<file path="config.mk">
export PLATFORM = sky130hd
export DESIGN_NAME = tcw_front
export DESIGN_NICKNAME = d
export VERILOG_FILES = /design/src/rtl/tcw_pkg.sv /design/src/rtl/tcw_front.sv
export SDC_FILE = /design/constraint.sdc
export NUM_CORES = 1
export LEC_CHECK = 0
export BUFFER_PORTS_ARGS = -buffer_cell sky130_fd_sc_hd__buf_4
export CAP_MARGIN = 20
export CORE_AREA = 4 4 41 43
export DETAILED_ROUTE_END_ITERATION = 10
export DIE_AREA = 0 0 45 47
export PLACE_DENSITY = 0.76
export SLEW_MARGIN = 20
export SYNTH_ARGS = -nofsm -noshare
export SYNTH_HDL_FRONTEND = slang
export SYNTH_SLANG_ARGS = --single-unit
</file>
<file path="constraint.sdc">
create_clock -name vclk -period 1.5
set_clock_uncertainty 0.1 [all_clocks]
set_input_delay 0.225 -clock vclk [all_inputs]
set_output_delay 0.225 -clock vclk [all_outputs]
set_load 0.02 [all_outputs]
</file>
<file path="src/rtl/tcw_pkg.sv">
`default_nettype none

package tcw_pkg;

   // Screen geometry
   localparam int COLUMNS    = 80;
   localparam int ROWS       = 50;
   localparam int CELL_COUNT = COLUMNS * ROWS;

   localparam int COL_W = $clog2(COLUMNS);
   localparam int ROW_W = $clog2(ROWS);
   localparam int IDX_W = $clog2(CELL_COUNT);

   // Field widths on the ports
   localparam int CHAR_W     = 8;
   localparam int CELL_IDX_W = 12;
   localparam int OUT_COL_W  = 7;
   localparam int OUT_ROW_W  = 6;
   localparam int CELL_W     = 16;
   localparam int ATTR_W     = 8;
   localparam int REQ_DATA_W = 24;
   localparam int RSP_DATA_W = 32;

   // Command queue between front and back
   localparam int QUEUE_DEPTH = 2;
   localparam int QPTR_W      = $clog2(QUEUE_DEPTH);

   // Control characters
   localparam logic [CHAR_W-1:0] CH_CLEAR   = 8'h0C;
   localparam logic [CHAR_W-1:0] CH_RETURN  = 8'h0D;
   localparam logic [CHAR_W-1:0] CH_NEWLINE = 8'h0A;
   localparam logic [CHAR_W-1:0] CH_SPACE   = 8'h20;

   localparam logic [ATTR_W-1:0] ATTR_RESET  = 8'h1F;
   localparam logic [CELL_W-1:0] BLANK_RESET = {ATTR_RESET, CH_SPACE};

   // Sweep bounds and cursor constants
   localparam logic [IDX_W-1:0] LAST_CELL     = IDX_W'(CELL_COUNT - 1);
   localparam logic [IDX_W-1:0] MOVE_LAST     = IDX_W'(CELL_COUNT - COLUMNS - 1);
   localparam logic [IDX_W-1:0] BLANK_FIRST   = IDX_W'(CELL_COUNT - COLUMNS);
   localparam logic [IDX_W-1:0] LAST_ROW_BASE = IDX_W'((ROWS - 1) * COLUMNS);
   localparam logic [IDX_W-1:0] COLUMNS_IDX   = IDX_W'(COLUMNS);
   localparam logic [COL_W:0]   COLUMNS_COL   = (COL_W + 1)'(COLUMNS);
   localparam logic [ROW_W-1:0] LAST_ROW      = ROW_W'(ROWS - 1);

   // Item kind on the request tuser
   localparam logic KIND_PRINT = 1'b0;
   localparam logic KIND_READ  = 1'b1;

   typedef enum logic [2:0] {
      OP_PUT     = 3'd0,
      OP_CLEAR   = 3'd1,
      OP_RETURN  = 3'd2,
      OP_NEWLINE = 3'd3,
      OP_READ    = 3'd4
   } tcw_op_type;

   typedef struct packed {
      tcw_op_type        op;
      logic [CHAR_W-1:0] character;
      logic [IDX_W-1:0]  cell_addr;
      logic              in_range;
   } tcw_cmd_type;

   typedef struct packed {
      logic             init_busy;
      logic [COL_W-1:0] cursor_col;
      logic [ROW_W-1:0] cursor_row;
   } tcw_status_type;

endpackage

`default_nettype wire

</file>
<file path="src/rtl/tcw_front.sv">
`default_nettype none

module tcw_front (
   input  wire logic                           req_tvalid,
   output logic                                req_tready,
   // [7:0] character, [19:8] cell_index, rest zero
   input  wire logic [tcw_pkg::REQ_DATA_W-1:0] req_tdata,
   // [0] kind
   input  wire logic                           req_tuser,
   input  wire tcw_pkg::tcw_status_type        status,
   input  wire logic                           queue_full,
   output logic                                push,
   output tcw_pkg::tcw_cmd_type                push_cmd
);

   logic [tcw_pkg::CHAR_W-1:0]                   character;
   logic [tcw_pkg::CELL_IDX_W-1:0]               cell_index;
   logic [tcw_pkg::CELL_IDX_W+tcw_pkg::IDX_W-1:0] cell_wide;

   assign character  = req_tdata[tcw_pkg::CHAR_W-1:0];
   assign cell_index = req_tdata[tcw_pkg::CHAR_W+tcw_pkg::CELL_IDX_W-1:tcw_pkg::CHAR_W];
   assign cell_wide  = {{tcw_pkg::IDX_W{1'b0}}, cell_index};

   // Hold off items while the store is being cleared or the queue is full
   assign req_tready = !status.init_busy && !queue_full;
   assign push       = req_tvalid && req_tready;

   // Classify the item into a command for the back end
   always_comb begin
      push_cmd.character = character;
      push_cmd.cell_addr = cell_wide[tcw_pkg::IDX_W-1:0];
      push_cmd.in_range  = (32'(cell_index) < tcw_pkg::CELL_COUNT);
      if (req_tuser == tcw_pkg::KIND_READ) begin
         push_cmd.op = tcw_pkg::OP_READ;
      end else if (character == tcw_pkg::CH_CLEAR) begin
         push_cmd.op = tcw_pkg::OP_CLEAR;
      end else if (character == tcw_pkg::CH_RETURN) begin
         push_cmd.op = tcw_pkg::OP_RETURN;
      end else if (character == tcw_pkg::CH_NEWLINE) begin
         push_cmd.op = tcw_pkg::OP_NEWLINE;
      end else begin
         push_cmd.op = tcw_pkg::OP_PUT;
      end
   end

endmodule

`default_nettype wire

</file>
==> impl_metrics.csv <==
group,metric,value,unit
grt,globalRouteOverflowTotal,0,
cells_and_area,drive_gt1_share,85.19,%
placed_design,routabilityCongestion,0.5641,
grt,grt_max_degree,5,
grt,antenna_found_initial,0,
timing,final.setup.tns,-0.2056,ns
cts,cts_setup_buffers,0,
timing,finalWorstSetupSlack,-0.1048,ns
placed_design,pre_cts_ws,-0.1407,ns
yosys,yosysWarningCount,0,
timing,fmax,623.1,MHz
cells_and_area,areaGrowthSynthToFinish,83.33,%
drt,dr_total_vias,280,
grt,grt_usage,6.216,%
worst_setup_path,crit_start,"req_tuser",
floorplan,io_pins,67,
timing,period_share,107.0,%
cells_and_area,finalNonFillerCells,69,
floorplan,die_w,45,um
yosys,syn_area,255.2,um^2
yosys,syn_inst,32,
worst_setup_path,critical_path_class,"primary input to primary output",
min_path,hold_class,"primary input to primary output",
status,status,"finished, violations left",
drt,firstDrtPassIters,1,
worst_setup_path,cp_max_fo,2,
drt,drtIter0Drc,0,
yosys,synth.area.top_cells,"buf_4 62%, a2111oi_2 5.9%, nor4b_2 5.9%",
placed_design,portBuffers,40,
cells_and_area,antenna_cells,0,
placed_design,dp_hpwl,690.1,um
yosys,synth-seq-area-share,0,%
cells_and_area,layout.nets,97,
power_and_ir_drop,switchingPower,0.06520,mW
floorplan,initial_core_util,19.62,%
run,drv_cap,0,
power_and_ir_drop,combPwrFrac,100.0,%
cells_and_area,final_common_cell,"buf_4",
timing,fin_crit,1.605,ns
yosys,avgSynthCellArea,7.976,um^2
yosys,yosysTopAreaCell,"buf_4",
power_and_ir_drop,p_per_area,304.6,mW/mm^2
timing,setup_viol,2,
worst_setup_path,startpoint_type,"primary input",
power_and_ir_drop,power_frac_clock,0,%
timing,max-slew-margin-rel,83.61,%
cells_and_area,layout_common_cells,"41 x buf_4, 2 x nor2_1, 2 x buf_6",
drt,routed_wl,724,um
floorplan,rows,13,
drt,drc,0,
timing,tightest_slew,0.2442,ns
placed_design,dpl_cell_area,460.4,um^2
floorplan,die_h,47,um
floorplan,coreArea,0.001301,mm^2
min_path,hp-start,"req_tdata[8]",
placed_design,dp_cells,69,
worst_setup_path,critPathCaptureType,"primary output",
status,violations,"negative setup slack",
drt,wl_per_cell,10.49,um
drt,ant_nets,0,
cells_and_area,nClkBuffers,0,
power_and_ir_drop,intPower,0.07733,mW
worst_setup_path,cp.required,1.17,ns
floorplan,die-area,0.002115,mm^2
power_and_ir_drop,ir_drop,0.0001045,V
timing,drv_slew,0,
cells_and_area,regArea,0,um^2
cells_and_area,design.seq.count,0,
yosys,synth_nets,73,
power_and_ir_drop,leakagePower,0.2401,nW
drt,vias_per_cell,4.058,
worst_setup_path,cp_data_arrival_time,1.28,ns
grt,grt_pass1_wl,1.048,mm
yosys,synth_cell_types,11,
cells_and_area,fin_area,467.9,um^2
timing,rsz0062_at_grt,"true",
grt,grt_pass1_vias,232,
timing,hold_viol_final,0,
power_and_ir_drop,seqPwrFrac,0,%
power_and_ir_drop,switching_share,45.74,%
cts,cts-hold-fix-buffers,0,
yosys,yosysTopAreaCellShare,61.76,%
cells_and_area,final.fill_count,142,
-- kinds of logic after synthesis --
group           count (synthesis)  share of synthesized area, %
buf+inv                        21                         61.76
simple gates                    8                         25.49
compound gates                  2                         9.313
xor+xnor                        1                         3.432
-- cells in the mapped netlist --
master	count
nand3b_1	1
xnor2_1	1
o2111ai_1	1
and2_1	1
buf_4	21
nor4b_2	1
and3_1	1
a2111oi_2	1
or3b_1	1
or4b_4	1
nor2_1	2
-- cell type report --
type	count	area (um^2)	area share (%)
multi-input cells	11	118.9	25.40
repair buffers	43	330.3	70.59
well taps	15	18.77	4.011
-- path summary, 6_finish.rpt --
| check | to | slack [ns] | cells after the start |
|---|---|---|---|
| hold / removal | push_cmd[1] | 0.35 | 0 |
| setup / recovery | push_cmd[21] | -0.10 | 4 |
-- per-stage QoR --
stage               hold WS (ns)  power [mW]  utilization (%)
global placement          0.3501      0.1404            35.38
floorplan                 0.3870      0.1004                -
CTS                       0.3501      0.1443            35.96
detailed placement        0.3501      0.1423            35.38
global route              0.3500      0.1525            35.96
finish                    0.3500      0.1425            35.96
-- layer usage --
| layer | part of all wire [%] | up-vias | GRT usage, % |
|---|---|---|---|
| li1 | - | 133 | - |
| met1 | 24 | 116 | 6.966 |
| met2 | 45 | 29 | 11.30 |
| met3 | 30 | 2 | 2.682 |
| met4 | 0.55 | 0 | 0.5848 |
| met5 | 0 | - | 0 |
-- worst max-delay path, stage by stage --
cell and delay [ns]:
buf_6 0.09, or4b_4 0.57, nor4b_4 0.22, buf_4 0.18
-- repair_timing --
action	CTS	global route
setup endpoints to repair	2	2
resized for setup	2	0
pin swaps	0	0
-- power by group through the flow --
stage / Clock, mW / Sequential [mW] / Combinational [mW]
finish: 0 / 0 / 0.143
global route: 0 / 0 / 0.152
CTS: 0 / 0 / 0.144
detailed placement: 0 / 0 / 0.142
global placement: 0 / 0 / 0.140
floorplan: 0 / 0 / 0.100
(Power assumes the default switching activity.)
