`config.mk`:
```
export PLATFORM = sky130hd
export DESIGN_NAME = tcw_cmd_queue
export DESIGN_NICKNAME = d
export VERILOG_FILES = /design/src/rtl/tcw_pkg.sv /design/src/rtl/tcw_cmd_queue.sv
export SDC_FILE = /design/constraint.sdc
export NUM_CORES = 1
export LEC_CHECK = 0
export ABC_AREA = 0
export BUFFER_PORTS_ARGS = -buffer_cell sky130_fd_sc_hd__buf_2
export CAP_MARGIN = 20
export CORE_MARGIN = 4
export CORE_UTILIZATION = 55
export CTS_CLUSTER_DIAMETER = 200
export DETAILED_ROUTE_END_ITERATION = 6
export PLACE_DENSITY_LB_ADDON = 0.2
export SLEW_MARGIN = 20
export SYNTH_ARGS = -nofsm -noshare
export SYNTH_HDL_FRONTEND = slang
export SYNTH_SLANG_ARGS = --single-unit
```
`constraint.sdc`:
```
create_clock -name clock -period 3.19 [get_ports clock]
set_input_delay 0.638 -clock clock [delete_from_list [all_inputs] [get_ports clock]]
set_output_delay 0.638 -clock clock [all_outputs]
set_load 0.05 [all_outputs]
```
`src/rtl/tcw_pkg.sv`:
```
`default_nettype none

package tcw_pkg;

   // Screen geometry
   localparam int COLUMNS    = 80;
   localparam int ROWS       = 50;
   localparam int CELL_COUNT = COLUMNS * ROWS;

   localparam int COL_W = $clog2(COLUMNS);
   localparam int ROW_W = $clog2(ROWS);
   localparam int IDX_W = $clog2(CELL_COUNT);

   // Field widths on the ports
   localparam int CHAR_W     = 8;
   localparam int CELL_IDX_W = 12;
   localparam int OUT_COL_W  = 7;
   localparam int OUT_ROW_W  = 6;
   localparam int CELL_W     = 16;
   localparam int ATTR_W     = 8;
   localparam int REQ_DATA_W = 24;
   localparam int RSP_DATA_W = 32;

   // Command queue between front and back
   localparam int QUEUE_DEPTH = 2;
   localparam int QPTR_W      = $clog2(QUEUE_DEPTH);

   // Control characters
   localparam logic [CHAR_W-1:0] CH_CLEAR   = 8'h0C;
   localparam logic [CHAR_W-1:0] CH_RETURN  = 8'h0D;
   localparam logic [CHAR_W-1:0] CH_NEWLINE = 8'h0A;
   localparam logic [CHAR_W-1:0] CH_SPACE   = 8'h20;

   localparam logic [ATTR_W-1:0] ATTR_RESET  = 8'h1F;
   localparam logic [CELL_W-1:0] BLANK_RESET = {ATTR_RESET, CH_SPACE};

   // Sweep bounds and cursor constants
   localparam logic [IDX_W-1:0] LAST_CELL     = IDX_W'(CELL_COUNT - 1);
   localparam logic [IDX_W-1:0] MOVE_LAST     = IDX_W'(CELL_COUNT - COLUMNS - 1);
   localparam logic [IDX_W-1:0] BLANK_FIRST   = IDX_W'(CELL_COUNT - COLUMNS);
   localparam logic [IDX_W-1:0] LAST_ROW_BASE = IDX_W'((ROWS - 1) * COLUMNS);
   localparam logic [IDX_W-1:0] COLUMNS_IDX   = IDX_W'(COLUMNS);
   localparam logic [COL_W:0]   COLUMNS_COL   = (COL_W + 1)'(COLUMNS);
   localparam logic [ROW_W-1:0] LAST_ROW      = ROW_W'(ROWS - 1);

   // Item kind on the request tuser
   localparam logic KIND_PRINT = 1'b0;
   localparam logic KIND_READ  = 1'b1;

   typedef enum logic [2:0] {
      OP_PUT     = 3'd0,
      OP_CLEAR   = 3'd1,
      OP_RETURN  = 3'd2,
      OP_NEWLINE = 3'd3,
      OP_READ    = 3'd4
   } tcw_op_type;

   typedef struct packed {
      tcw_op_type        op;
      logic [CHAR_W-1:0] character;
      logic [IDX_W-1:0]  cell_addr;
      logic              in_range;
   } tcw_cmd_type;

   typedef struct packed {
      logic             init_busy;
      logic [COL_W-1:0] cursor_col;
      logic [ROW_W-1:0] cursor_row;
   } tcw_status_type;

endpackage

`default_nettype wire

```
`src/rtl/tcw_cmd_queue.sv`:
```
`default_nettype none

module tcw_cmd_queue (
   input  wire logic                 clock,
   input  wire logic                 reset,
   input  wire logic                 push,
   input  wire tcw_pkg::tcw_cmd_type push_cmd,
   output logic                      full,
   input  wire logic                 pop,
   output logic                      pop_valid,
   output tcw_pkg::tcw_cmd_type      pop_cmd
);

   tcw_pkg::tcw_cmd_type             entry_ff [tcw_pkg::QUEUE_DEPTH];
   logic [tcw_pkg::QPTR_W-1:0]       wr_ptr_ff, wr_ptr_in;
   logic [tcw_pkg::QPTR_W-1:0]       rd_ptr_ff, rd_ptr_in;
   logic [tcw_pkg::QPTR_W:0]         count_ff, count_in;

   assign full      = (count_ff == (tcw_pkg::QPTR_W + 1)'(tcw_pkg::QUEUE_DEPTH));
   assign pop_valid = (count_ff != '0);
   assign pop_cmd   = entry_ff[rd_ptr_ff];

   // Advance pointers and occupancy
   always_comb begin
      wr_ptr_in = wr_ptr_ff;
      rd_ptr_in = rd_ptr_ff;
      count_in  = count_ff;
      if (push) begin
         wr_ptr_in = (wr_ptr_ff == tcw_pkg::QPTR_W'(tcw_pkg::QUEUE_DEPTH - 1)) ?
                     '0 : wr_ptr_ff + 1'b1;
      end
      if (pop && pop_valid) begin
         rd_ptr_in = (rd_ptr_ff == tcw_pkg::QPTR_W'(tcw_pkg::QUEUE_DEPTH - 1)) ?
                     '0 : rd_ptr_ff + 1'b1;
      end
      if (push && !(pop && pop_valid)) begin
         count_in = count_ff + 1'b1;
      end else if (!push && pop && pop_valid) begin
         count_in = count_ff - 1'b1;
      end
   end

   always_ff @(posedge clock) begin
      if (reset) begin
         wr_ptr_ff <= '0;
         rd_ptr_ff <= '0;
         count_ff  <= '0;
      end else begin
         wr_ptr_ff <= wr_ptr_in;
         rd_ptr_ff <= rd_ptr_in;
         count_ff  <= count_in;
      end
   end

   // Store the pushed item
   always_ff @(posedge clock) begin
      if (push) begin
         entry_ff[wr_ptr_ff] <= push_cmd;
      end
   end

endmodule

`default_nettype wire

```
==> metrics <==
P_int=961 uW; P_sw=379 uW; area of the mapped netlist=1970 um^2; core area=3390 um^2; antenna-violating nets left=0; combinational family with the most area after synthesis=multiplexers; Routed met3 length=229 um; combinational share of power=18.5%; Crit path required time=2.55 ns; # port buffers=53; Yosys warning count=0; pin count of the biggest net entering global routing=25; worst flop-to-flop path endpoint=entry_ff[1][8]; Hold-fix buffers, CTS=0; post-route clock period utilization=79.2%; Final setup viols=0; R2R cell count=2; Hold WC Path Type=input port to register; R2R Path Start=wr_ptr_ff; maximum vdd ir drop=410 uV; vias in the first global route=1033; routability cong.=0.610; syn avg cell area=19.7 um^2; GRT Resource Usage Total=15.2%; Final Hold Viols=0; layout overhead on the synthesized area=19.0%; slew margin rel.=63.3%; crit-path max FO=13; num ports=54; Avg WL per Cell=14.8 um; syn nets=128; Iteration-0 DRC Markers=75; worst slew pin tran=0.551 ns; Starting Density=58.1%; WP data arrival=1.89 ns; Pleak=0.890 nW; Critical Path Start Type=register; multiplexer area fraction after synthesis=14.8%; area leader, netlist=edfxtp_1; Die Span Y=67.9 um; Synth Area in Compound Gates=0.952%; outcome=complete, no violations; critical path class=register to output port; Metal-1 WL=1.18 mm; hold slack=0.454 ns; Via density=4.99; first-pass GRT wire length=4.80 mm; Crit path largest cell delay=0.66 ns; met2 wire length=1.61 mm; Post-route DRC=0; Critical Path End Type=output port; Placed Instance Area=2290 um^2; min-delay src=push_cmd[4]; Die Area=4600 um^2; clock buffer depth=2; unrepaired setup endpoints after global routing=false; sequential power share=61.0%; TNS Setup=0 ns; Max Cap Viol=0; Sw Ratio=28.2%; Die X=67.9 um; final core occ=69.2%; via count=1032; clock tree sinks=53; most instantiated cells after synthesis=48 x edfxtp_1, 24 x mux2_2, 5 x dfxtp_1; fin. max-slew vios=0; antenna cells=0; largest cells by area after synthesis=edfxtp_1 73%, mux2_2 14%, dfxtp_1 5.1%; R2R setup slack=1.68 ns; Gate Count Post-Synth=100; Cell Rows=21; pwr dens=571 nW/um^2; Synth cell types=21; Max Used Layer=met4; Yosys top cell area share=73.1%; initial antenna violation count=0; Crit. path cell count=3; register area share after synthesis=78.2%; DR pass1 iterations=4; clock power share=20.4%; H-tree level count=2; Setup crit end=pop_cmd[22]; Worst-path clk slew=0.14 ns; CTS tree=done; Root Buffer=clkbuf_4; post-CTS sizing=0; CTS buffer count=5; fill count=235; EDFF count, synth=48; number of setup buffers added after CTS=0; clock latency on the worst-skew pair=0.36 ns; layout cells sized above 1=57.1%; PnR worst setup slack=0.663 ns; top-count cell post-synth=edfxtp_1; Bufs and invs on worst path=2; total grt overflow=0; Layout Cell Area excl Fill=2350 um^2; pre-CTS setup slack=1.04 ns; Async SR Flop Fraction=0%; Post-Synth Simple-Gate Area=3.75%; WL final=3.07 mm; critical path's top delay family=flip-flops; Yosys reg bits=53; post-synthesis xor/xnor area fraction=0.889%; final clock skew=0.0119 ns; Synth Area in Adders=0%; minimum clock period=2.53 ns; CP Cell Sequence=buf_4 -> mux2_2 -> buf_2; FMAX=396 MHz; Final #Nets=188; Worst path slowest cell=dfxtp_1; Top FF cell, synth=edfxtp_1
==> through the flow <==
stage	std cells	total power, mW
after floorplan	100	1.02
final	207	1.34
after detailed placement	199	1.09
after global placement	199	1.08
after CTS	207	1.36
after global routing	207	1.41
==> state kept, by name, indices dropped and copies added, names as in the netlist, named ones only <==
name / cells
wr_ptr_ff: 1
count_ff: 2
entry_ff: 48
rd_ptr_ff: 1
==> kinds of logic (layout without fill, tap and decap cells) <==
kind of cell              after synthesis  after routing
muxes                                  26             26
AOI/OAI and AO/OA                       3              3
xor gates and xnor gates                2              2
and+or+nand+nor                        13             13
DFF                                    53             53
buffers and inverters                   3             64
==> layout make-up <==
cell class	instances	area [um^2]	area share, %
tap	46	57.6	2.45
multi-input combinational	44	404	17.2
clock inverter	3	17.5	0.747
timing repair buffer	56	288	12.3
clock buffer	5	37.5	1.60
sequential	53	1540	65.7
==> how the worst min path moves through the flow <==
stage	end	depth (start not counted)	slack, ns
after CTS	entry_ff[1][4]	1	0.44
after detailed placement	rd_ptr_ff	2	0.50
final	entry_ff[1][4]	1	0.45
after global placement	rd_ptr_ff	2	0.49
after global routing	entry_ff[1][14]	1	0.41
after floorplan	register	2	0.47
==> cells in the final DEF (no fill, tap or decap) <==
cell	count
nand2b_1	1
nor3_1	1
nand2_1	1
clkinv_1	1
edfxtp_1	48
buf_2	53
dfxtp_1	5
and2b_4	1
xor2_1	1
mux2_2	24
nor2b_2	1
buf_4	3
and2_1	1
a21oi_2	1
clkinv_2	1
mux2_1	1
clkbuf_4	5
nor2_1	4
mux2i_1	1
or2_2	1
o21ai_0	1
nor2b_1	1
and2b_2	1
clkinv_4	1
a21oi_1	1
xnor2_1	1
==> per-layer routing <==
layer,global-route usage [%],up-vias
met5,0,-
li1,-,502
met4,5.96,0
met1,17.7,491
met3,6.57,5
met2,24.9,34
==> power by group through the flow <==
stage,Clock (mW),Combinational [mW],Sequential [mW]
floorplan,0,0.194,0.827
finish,0.274,0.249,0.818
detailed placement,0,0.251,0.835
global route,0.326,0.264,0.823
CTS,0.286,0.252,0.819
global placement,0,0.248,0.832
(Power assumes the default switching activity.)
